<file path="src/rtl/core/pwur_pkg.sv">
package pwur_pkg;

    localparam int BAUD_W     = 22;
    localparam int TICK_W     = 27;
    localparam int CFG_DATA_W = 27;
    localparam int CFG_IDX_W  = 2;
    localparam int DATA_W     = 8;
    localparam int POS_W      = 5;
    localparam int FRAME_W    = 11;
    localparam int ONES_W     = 4;

    // register indexes
    localparam logic [CFG_IDX_W-1:0] CFG_BAUD   = 2'd0;
    localparam logic [CFG_IDX_W-1:0] CFG_TICK   = 2'd1;
    localparam logic [CFG_IDX_W-1:0] CFG_FORMAT = 2'd2;

    localparam logic [BAUD_W-1:0] BAUD_RESET = 22'd115200;
    localparam logic [TICK_W-1:0] TICK_RESET = 27'd10000000;

    // frame geometry per format
    localparam logic [POS_W-1:0]   INFO_W_8N1    = 5'd8;
    localparam logic [POS_W-1:0]   INFO_W_8E2    = 5'd9;
    localparam logic [POS_W-1:0]   TOTAL_W_8N1   = 5'd9;
    localparam logic [POS_W-1:0]   TOTAL_W_8E2   = 5'd11;
    localparam logic [FRAME_W-1:0] STOP_MASK_8N1 = 11'h100;
    localparam logic [FRAME_W-1:0] STOP_MASK_8E2 = 11'h600;

    typedef enum logic {
        FMT_8N1 = 1'b0,
        FMT_8E2 = 1'b1
    } frame_format_t;

    localparam frame_format_t FORMAT_RESET = FMT_8N1;

    typedef enum logic [1:0] {
        STAT_OK     = 2'd0,
        STAT_PARITY = 2'd1,
        STAT_STOP   = 2'd2
    } frame_status_t;

    typedef struct packed {
        logic               produced;
        logic [DATA_W-1:0]  data;
        frame_status_t      status;
    } frame_result_t;

endpackage

</file>
<file path="src/rtl/core/pwur_divider.sv">
module pwur_divider
    import pwur_pkg::*;
#(
    parameter int DURATION_WIDTH = 15,
    parameter int MAX_RUN_BITS   = 15
)
(
    input  logic                              clk,
    input  logic                              rst_n,
    input  logic                              start,
    input  logic [DURATION_WIDTH-1:0]         dur,
    input  logic [BAUD_W-1:0]                 baud,
    input  logic [TICK_W-1:0]                 tick,
    output logic                              done,
    output logic [$clog2(MAX_RUN_BITS+1)-1:0] cnt
);

    localparam int CNT_W  = $clog2(MAX_RUN_BITS + 1);
    localparam int PROD_W = DURATION_WIDTH + BAUD_W;
    // dividend carries one extra zero bit so the last quotient bit is the rounding bit
    localparam int DVD_W  = PROD_W + 1;
    localparam int STEPS  = DVD_W;
    localparam int STEP_W = $clog2(STEPS);
    localparam int Q_W    = CNT_W + 1;

    logic              busy_reg;
    logic              done_reg;
    logic [STEP_W-1:0] step_reg;
    logic [DVD_W-1:0]  dvd_reg;
    logic [TICK_W-1:0] rem_reg;
    logic [Q_W-1:0]    q_reg;
    logic              sticky_reg;

    logic [TICK_W:0]   trial;
    logic [TICK_W+1:0] diff;
    logic              ge;
    logic [TICK_W-1:0] rem_step;
    logic              last;
    logic [Q_W:0]      rounded;
    logic              sat;

    // one restoring step per cycle
    assign trial    = {rem_reg, dvd_reg[DVD_W-1]};
    assign diff     = {1'b0, trial} - {2'b00, tick};
    assign ge       = !diff[TICK_W+1];
    assign rem_step = ge ? diff[TICK_W-1:0] : trial[TICK_W-1:0];
    assign last     = (step_reg == STEP_W'(STEPS - 1));

    // q holds floor(2*prod/tick); round half up by (q+1)/2
    assign rounded = ({1'b0, q_reg} + (Q_W+1)'(1)) >> 1;
    assign sat     = sticky_reg || (rounded > (Q_W+1)'(MAX_RUN_BITS));
    assign cnt     = sat ? CNT_W'(MAX_RUN_BITS) : rounded[CNT_W-1:0];
    assign done    = done_reg;

    always_ff @(posedge clk or negedge rst_n)
    begin
        if (!rst_n)
        begin
            busy_reg <= 1'b0;
            done_reg <= 1'b0;
            step_reg <= '0;
        end
        else
        begin
            done_reg <= busy_reg && last;
            if (start)
            begin
                busy_reg <= 1'b1;
                step_reg <= '0;
            end
            else if (busy_reg)
            begin
                step_reg <= step_reg + STEP_W'(1);
                if (last)
                begin
                    busy_reg <= 1'b0;
                end
            end
        end
    end

    always_ff @(posedge clk)
    begin
        if (start)
        begin
            dvd_reg    <= {PROD_W'(dur) * PROD_W'(baud), 1'b0};
            rem_reg    <= '0;
            q_reg      <= '0;
            sticky_reg <= 1'b0;
        end
        else if (busy_reg)
        begin
            dvd_reg    <= dvd_reg << 1;
            rem_reg    <= rem_step;
            q_reg      <= {q_reg[Q_W-2:0], ge};
            sticky_reg <= sticky_reg | q_reg[Q_W-1];
        end
    end

endmodule

</file>
<file path="src/rtl/core/pwur_frame.sv">
module pwur_frame
    import pwur_pkg::*;
#(
    parameter int CNT_W = 4
)
(
    input  logic             clk,
    input  logic             rst_n,
    input  logic             apply,
    input  logic [CNT_W-1:0] cnt,
    input  logic             level,
    input  logic             batch,
    input  frame_format_t    format,
    output frame_result_t    result
);

    localparam int SUM_W = ((CNT_W > POS_W) ? CNT_W : POS_W) + 1;

    logic               hunt_reg,  hunt_next;
    logic [POS_W-1:0]   pos_reg,   pos_next;
    logic [FRAME_W-1:0] bits_reg,  bits_next;
    logic [ONES_W-1:0]  ones_reg,  ones_next;

    logic               parity_on;
    logic [POS_W-1:0]   info_w;
    logic [POS_W-1:0]   total_w;
    logic [FRAME_W-1:0] stop_mask;
    logic [SUM_W-1:0]   pos_x, info_x, total_x, cnt_x;
    logic [SUM_W-1:0]   eff_cnt, next_pos, room, oc;
    logic [FRAME_W-1:0] mask;
    logic               active;

    assign parity_on = (format == FMT_8E2);
    assign info_w    = parity_on ? INFO_W_8E2 : INFO_W_8N1;
    assign total_w   = parity_on ? TOTAL_W_8E2 : TOTAL_W_8N1;
    assign stop_mask = parity_on ? STOP_MASK_8E2 : STOP_MASK_8N1;
    assign pos_x     = SUM_W'(pos_reg);
    assign info_x    = SUM_W'(info_w);
    assign total_x   = SUM_W'(total_w);
    assign cnt_x     = SUM_W'(cnt);

    always_comb
    begin
        hunt_next = hunt_reg;
        pos_next  = pos_reg;
        bits_next = bits_reg;
        ones_next = ones_reg;
        active    = 1'b0;
        next_pos  = pos_x;
        eff_cnt   = cnt_x;
        room      = '0;
        oc        = '0;
        mask      = '0;
        result    = '{produced: 1'b0, data: '0, status: STAT_OK};

        if (hunt_reg)
        begin
            // a low run of at least one bit holds the start bit
            if (!level && (cnt_x != '0))
            begin
                hunt_next = 1'b0;
                bits_next = '0;
                ones_next = '0;
                next_pos  = cnt_x - SUM_W'(1);
                active    = 1'b1;
            end
        end
        else
        begin
            if (level)
            begin
                // zero-length high run pads the rest of the frame
                if ((pos_x <= info_x) && (cnt_x == '0))
                begin
                    eff_cnt = total_x - pos_x;
                end
                if (parity_on && (pos_x < info_x))
                begin
                    room      = info_x - pos_x;
                    oc        = (eff_cnt > room) ? room : eff_cnt;
                    ones_next = ones_reg + oc[ONES_W-1:0];
                end
                for (int i = 0; i < FRAME_W; i++)
                begin
                    mask[i] = (SUM_W'(i) >= pos_x) && (SUM_W'(i) < pos_x + eff_cnt);
                end
                bits_next = bits_reg | mask;
            end
            next_pos = pos_x + eff_cnt;
            active   = 1'b1;
        end

        if (active)
        begin
            if (next_pos >= total_x)
            begin
                result.produced = 1'b1;
                result.data     = bits_next[DATA_W-1:0];
                if (parity_on && ones_next[0])
                begin
                    result.status = STAT_PARITY;
                end
                else if ((bits_next & stop_mask) != stop_mask)
                begin
                    result.status = STAT_STOP;
                end
                hunt_next = 1'b1;
                pos_next  = '0;
                bits_next = '0;
                ones_next = '0;
            end
            else
            begin
                pos_next = next_pos[POS_W-1:0];
            end
        end

        if (batch)
        begin
            hunt_next = 1'b1;
            pos_next  = '0;
            bits_next = '0;
            ones_next = '0;
        end
    end

    always_ff @(posedge clk or negedge rst_n)
    begin
        if (!rst_n)
        begin
            hunt_reg <= 1'b1;
            pos_reg  <= '0;
            bits_reg <= '0;
            ones_reg <= '0;
        end
        else if (apply)
        begin
            hunt_reg <= hunt_next;
            pos_reg  <= pos_next;
            bits_reg <= bits_next;
            ones_reg <= ones_next;
        end
    end

endmodule

</file>
<file path="src/rtl/core/pulse_width_uart_receiver_unit.sv">
// an input transfer starts the divider; its bit count then updates the frame and any finished
// frame goes to the output register; one symbol is in work at a time, the pace set by the
//   bit-serial divider that takes one quotient bit per cycle over the product width plus one
// a finished result waiting in the output register adds stall only if the next symbol is done
// reset: rst_n asynchronous active low; clears frame state to start hunting and loads
//   default baud, tick rate and 8N1 format; no memory and no clearing pass
module pulse_width_uart_receiver_unit
    import pwur_pkg::*;
#(
    parameter int MAX_RUN_BITS   = 15,
    parameter int DURATION_WIDTH = 15
)
(
    input  logic                      clk,
    input  logic                      rst_n,

    // symbol input channel
    input  logic                      in_valid,
    output logic                      in_stall,
    input  logic [DURATION_WIDTH-1:0] duration_ticks,
    input  logic                      line_level,
    input  logic                      batch_end,

    // result output channel
    output logic                      out_valid,
    input  logic                      out_stall,
    output logic [DATA_W-1:0]         data_byte,
    output logic [1:0]                frame_status,

    // configuration write port
    input  logic                      cfg_we,
    input  logic [CFG_IDX_W-1:0]      cfg_index,
    input  logic [CFG_DATA_W-1:0]     cfg_data
);

    localparam int CNT_W = $clog2(MAX_RUN_BITS + 1);

    // sequencer: idle, run the divider, apply the bit count to the frame
    typedef enum logic [2:0] {
        ST_IDLE = 3'b001,
        ST_DIV  = 3'b010,
        ST_UPD  = 3'b100
    } state_t;

    state_t            state_reg, state_next;

    // configuration registers
    logic [BAUD_W-1:0] baud_reg;
    logic [TICK_W-1:0] tick_reg;
    frame_format_t     format_reg;

    // symbol fields held while the divider runs
    logic              level_reg;
    logic              batch_reg;

    // output register
    logic              out_valid_reg, out_valid_next;
    logic [DATA_W-1:0] data_reg;
    frame_status_t     status_reg;

    logic              in_xfer;
    logic              out_xfer;
    logic              slot_free;
    logic              apply;
    logic              div_done;
    logic [CNT_W-1:0]  div_cnt;
    frame_result_t     frame_res;

    // a new symbol is taken only while the sequencer idles
    assign in_stall  = (state_reg != ST_IDLE);
    assign in_xfer   = in_valid && !in_stall;
    assign out_xfer  = out_valid_reg && !out_stall;
    // the frame update waits until the output register can take a result
    assign slot_free = !out_valid_reg || !out_stall;
    assign apply     = (state_reg == ST_UPD) && slot_free;

    assign out_valid    = out_valid_reg;
    assign data_byte    = data_reg;
    assign frame_status = status_reg;

    // shared serial unit: rounded duration * baud / tick, saturated
    pwur_divider #(
        .DURATION_WIDTH (DURATION_WIDTH),
        .MAX_RUN_BITS   (MAX_RUN_BITS)
    ) u_divider (
        .clk   (clk),
        .rst_n (rst_n),
        .start (in_xfer),
        .dur   (duration_ticks),
        .baud  (baud_reg),
        .tick  (tick_reg),
        .done  (div_done),
        .cnt   (div_cnt)
    );

    // frame assembly state and status decision
    pwur_frame #(
        .CNT_W (CNT_W)
    ) u_frame (
        .clk    (clk),
        .rst_n  (rst_n),
        .apply  (apply),
        .cnt    (div_cnt),
        .level  (level_reg),
        .batch  (batch_reg),
        .format (format_reg),
        .result (frame_res)
    );

    always_comb
    begin
        state_next = state_reg;
        unique case (state_reg)
            ST_IDLE:
            begin
                if (in_xfer)
                begin
                    state_next = ST_DIV;
                end
            end
            ST_DIV:
            begin
                if (div_done)
                begin
                    state_next = ST_UPD;
                end
            end
            ST_UPD:
            begin
                if (slot_free)
                begin
                    state_next = ST_IDLE;
                end
            end
            default:
            begin
                state_next = ST_IDLE;
            end
        endcase
    end

    always_comb
    begin
        out_valid_next = out_valid_reg;
        if (out_xfer)
        begin
            out_valid_next = 1'b0;
        end
        if (apply && frame_res.produced)
        begin
            out_valid_next = 1'b1;
        end
    end

    always_ff @(posedge clk or negedge rst_n)
    begin
        if (!rst_n)
        begin
            state_reg     <= ST_IDLE;
            out_valid_reg <= 1'b0;
            baud_reg      <= BAUD_RESET;
            tick_reg      <= TICK_RESET;
            format_reg    <= FORMAT_RESET;
        end
        else
        begin
            state_reg     <= state_next;
            out_valid_reg <= out_valid_next;
            // writes to an index past the register list are dropped
            if (cfg_we)
            begin
                unique case (cfg_index)
                    CFG_BAUD:   baud_reg   <= cfg_data[BAUD_W-1:0];
                    CFG_TICK:   tick_reg   <= cfg_data[TICK_W-1:0];
                    CFG_FORMAT: format_reg <= frame_format_t'(cfg_data[0]);
                    default:    ;
                endcase
            end
        end
    end

    // payload registers
    always_ff @(posedge clk)
    begin
        if (in_xfer)
        begin
            level_reg <= line_level;
            batch_reg <= batch_end;
        end
        if (apply && frame_res.produced)
        begin
            data_reg   <= frame_res.data;
            status_reg <= frame_res.status;
        end
    end

endmodule

</file>
<file path="config.mk">
export PLATFORM = sky130hd
export DESIGN_NAME = pulse_width_uart_receiver_unit
export DESIGN_NICKNAME = d
export VERILOG_FILES = /design/src/rtl/core/pwur_pkg.sv /design/src/rtl/core/pwur_divider.sv /design/src/rtl/core/pwur_frame.sv /design/src/rtl/core/pulse_width_uart_receiver_unit.sv
export SDC_FILE = /design/constraint.sdc
export NUM_CORES = 1
export LEC_CHECK = 0
export BUFFER_PORTS_ARGS = -buffer_cell sky130_fd_sc_hd__buf_4
export CAP_MARGIN = 20
export CORE_MARGIN = 8
export CORE_UTILIZATION = 60
export CTS_BUF_LIST = sky130_fd_sc_hd__clkbuf_2
export CTS_CLUSTER_DIAMETER = 60
export DETAILED_ROUTE_END_ITERATION = 7
export HOLD_SLACK_MARGIN = 0.05
export PLACE_DENSITY = 0.76
export SYNTH_ARGS = -nofsm -noshare
export SYNTH_HDL_FRONTEND = slang
export SYNTH_SLANG_ARGS = --single-unit
</file>
<file path="constraint.sdc">
create_clock -name clk -period 8.8 [get_ports clk]
set_input_delay 0.44 -clock clk [delete_from_list [all_inputs] [get_ports clk]]
set_output_delay 0.44 -clock clk [all_outputs]
set_load 0.05 [all_outputs]
</file>
==> flow_summary.toml <==
[clock_network]
cts_sinks = 162
cts_tree = "done"
post_cts_resized = 0
clk_pin_slew_worst_paths_ns = 0.29
root_buffer = "clkbuf_2"
numCtsBuffers = 17
htreeDepth = 4
clk_path_buf_depth = 2
clk_latency_ns = 0.80

[synth]
synth_seq_cells = 162
synth.area.mux_share_pct = 4.707
synth.area.top_cells = "fa_1 26%, ha_1 9.7%, dfrtp_1 8.3%"
syn_area_per_cell_um2 = 9.222
async_flop_share_pct = 49.38
yosysWarnings = 0
synth_top_area_share_pct = 26.24
synthFlopType = "dfrtp_1"
post-synth-top-area-cell = "fa_1"
yosysSeqAreaShare_pct = 20.85
synth.distinct_cells = 92
syn_inst = 2159
synthAdderAreaFrac_pct = 35.92
syn_area_um2 = 19910
synth_top_family_by_area = "adder cells"
synth_most_common_cell = "inv_1"
synth_compound_area_share_pct = 11.24
ys_top_cells_by_count = "339 x inv_1, 289 x nand2_1, 261 x fa_1, 171 x and2_1, 154 x ha_1"
synth_edf_count = 49
syn_nets = 2625
synth-simple-area-share_pct = 16.30
synth_xor_xnor_area_share_pct = 2.633

[setup_path]
path_buf_inv = 3
crit_path_max_fanout = 16
critical_path.startpoint_type = "register"
worst_ep_required_time_ns = 9.41
end_kind = "register"
cpMaxStageDelayCell = "dfrtp_1"
cpMostUsedCell = "fa_1"
cp.arrival_ns = 7.57
crit_type = "reg2reg"
cp_top_family = "adder cells"
crit_chain = "nand2_1 -> fa_1 -> fa_1 -> inv_1 -> fa_1 -> fa_1 -> fa_1 -> inv_1 -> fa_1 -> inv_1 -> ha_1 -> and2_1 -> nand2_1 -> a211oi_1 -> o21ai_0 -> a21oi_1 -> o21ai_0 -> a21o_1 -> a31o_2"
slowest_delay_ns = 0.86

[sta]
finalCritPeriodShare_pct = 79.13
rsz0062_at_grt = "false"
fin_tns_setup_ns = 0
worst_clock_skew_ns = 0.03841
drv_slew = 0
holdWs_ns = 0.1774
period_minus_slack_ns = 6.963
hold_viol_final = 0
finalSetupViolCount = 0
relSlewSlack_pct = 34.77
tightest_slew_ns = 0.9771
fmax_ghz = 0.1436

[grt]
grt-ovfl-total = 0
grt_use_total_pct = 25.23
antenna_found_initial = 1
first_global_vias = 16180
grt_max_degree = 82
grt_pass1_wl_um = 80230

[routing]
initialDrtViolationCount = 1267
routed_wl_um = 46930
drt_drc_violations_left = 2
drtPass1Iterations = 8
detail-route-antenna-nets = 0
vias = 15250
wl_per_cell_um = 17.74
routed_via_density = 5.764

[place]
gp_congestion = 0.9241
portBuffers = 62
dp_hpwl_um = 35710

[min_path]
hp-class = "in2reg"

[floorplan]
pin_count = 63
row_count = 66
die_x_um = 198.2
start_util_pct = 61.04
die_h_um = 198.2
die-area_um2 = 39270
core_area_um2 = 32620

[cells_and_area]
finalNetCount = 2655
syn2layout_area_growth_pct = 6.711
drive_gt1_share_pct = 9.219
postLayoutCoreUtil_pct = 65.14
largest_reg_flops = 37

[flow_run]
maxCapViolations = 0

[status]
violations = "DRC"
outcome = "complete, but fails checks"
repair_timing:
action / 4_1_cts / 5_1_grt
setup endpoints to repair: 0 / 0
endpoints found under the hold margin: 86 / 0
hold buffers: 37 / 0
setup buffers: 0 / 0
layout by cell type, fill, tap and decap left out, drive strengths merged, types with 49 or more instances in the layout:
| cell | netlist | layout |
|---|---|---|
| a21oi | 90 | 90 |
| and2 | 172 | 172 |
| buf | 12 | 69 |
| dfrtp | 66 | 66 |
| edfxtp | 49 | 49 |
| fa | 261 | 261 |
| ha | 154 | 154 |
| inv | 340 | 347 |
| mux2 | 56 | 56 |
| nand2 | 290 | 290 |
| nor2 | 92 | 92 |
| o21ai | 81 | 81 |
stage by stage:
stage | instance area (µm²) | std cells | setup slack (ns)
2_1_floorplan | 19910 | 2159 | 2.467
3_3_place_gp | 20620 | 2575 | 2.015
3_5_place_dp | 20620 | 2575 | 1.935
4_1_cts | 21240 | 2644 | 1.915
5_1_grt | 21250 | 2645 | 1.611
6_report | 21250 | 2645 | 1.837
final timing paths:
| path | startpoint | end | slack (ns) | cells past startpoint |
|---|---|---|---|---|
| worst max-delay path | baud_reg[13] | u_divider.dvd_reg[29] | 1.84 | 19 |
| worst min-delay path | duration_ticks[0] | u_divider.dvd_reg[1] | 0.18 | 2 |
| worst max register to register | baud_reg[13] | u_divider.dvd_reg[29] | 1.84 | 19 |
| worst min register to register | u_divider.rem_reg[8] | u_divider.rem_reg[8] | 0.51 | 2 |
| max in group asynchronous | rst_n | baud_reg[20] | 6.81 | 4 |
| min in group asynchronous | rst_n | baud_reg[11] | 0.58 | 3 |
cell families after synthesis:
| kind of cell | after synthesis |
|---|---|
| XOR/XNOR | 59 |
| AND/OR/NAND/NOR | 667 |
| AO/OA/AOI/OAI | 335 |
| buffers and inverters | 436 |
| adder cells (fa/ha/maj) | 415 |
| flip-flops | 162 |
| multiplexers | 85 |
worst register-to-register path, stage by stage (launching register included):
cell and delay (ns):
dfrtp_1 0.86, nand2_1 0.19, fa_1 0.52, fa_1 0.52
inv_1 0.05, fa_1 0.48, fa_1 0.52, fa_1 0.59
inv_1 0.07, fa_1 0.54, inv_1 0.05, ha_1 0.39
and2_1 0.18, nand2_1 0.14, a211oi_1 0.63, o21ai_0 0.28
a21oi_1 0.19, o21ai_0 0.13, a21o_1 0.21, a31o_2 0.23
metal layers:
metal | share of wire [%] | up-vias | GRT usage [%]
met4 | 3.7 | 0 | 10.20
met2 | 50 | 511 | 42.90
met1 | 41 | 7570 | 32.22
met5 | 0 | - | 0
met3 | 5.3 | 114 | 3.447
li1 | - | 7050 | -
cell type report:
cell class	count	area (µm²)
Clock buffer	17	85.08
Clock inverter	15	168.9
Antenna cell	1	2.502
Inverter	341	1280
Multi-Input combinational cell	1561	14120
Fill cell	2682	11370
Tap cell	442	553.0
Timing Repair Buffer	106	888.4
Sequential cell	162	4153
Power is left out: the tool's default activity adds up to more than one toggle a clock period on the data nets, which glitch-free logic cannot reach.
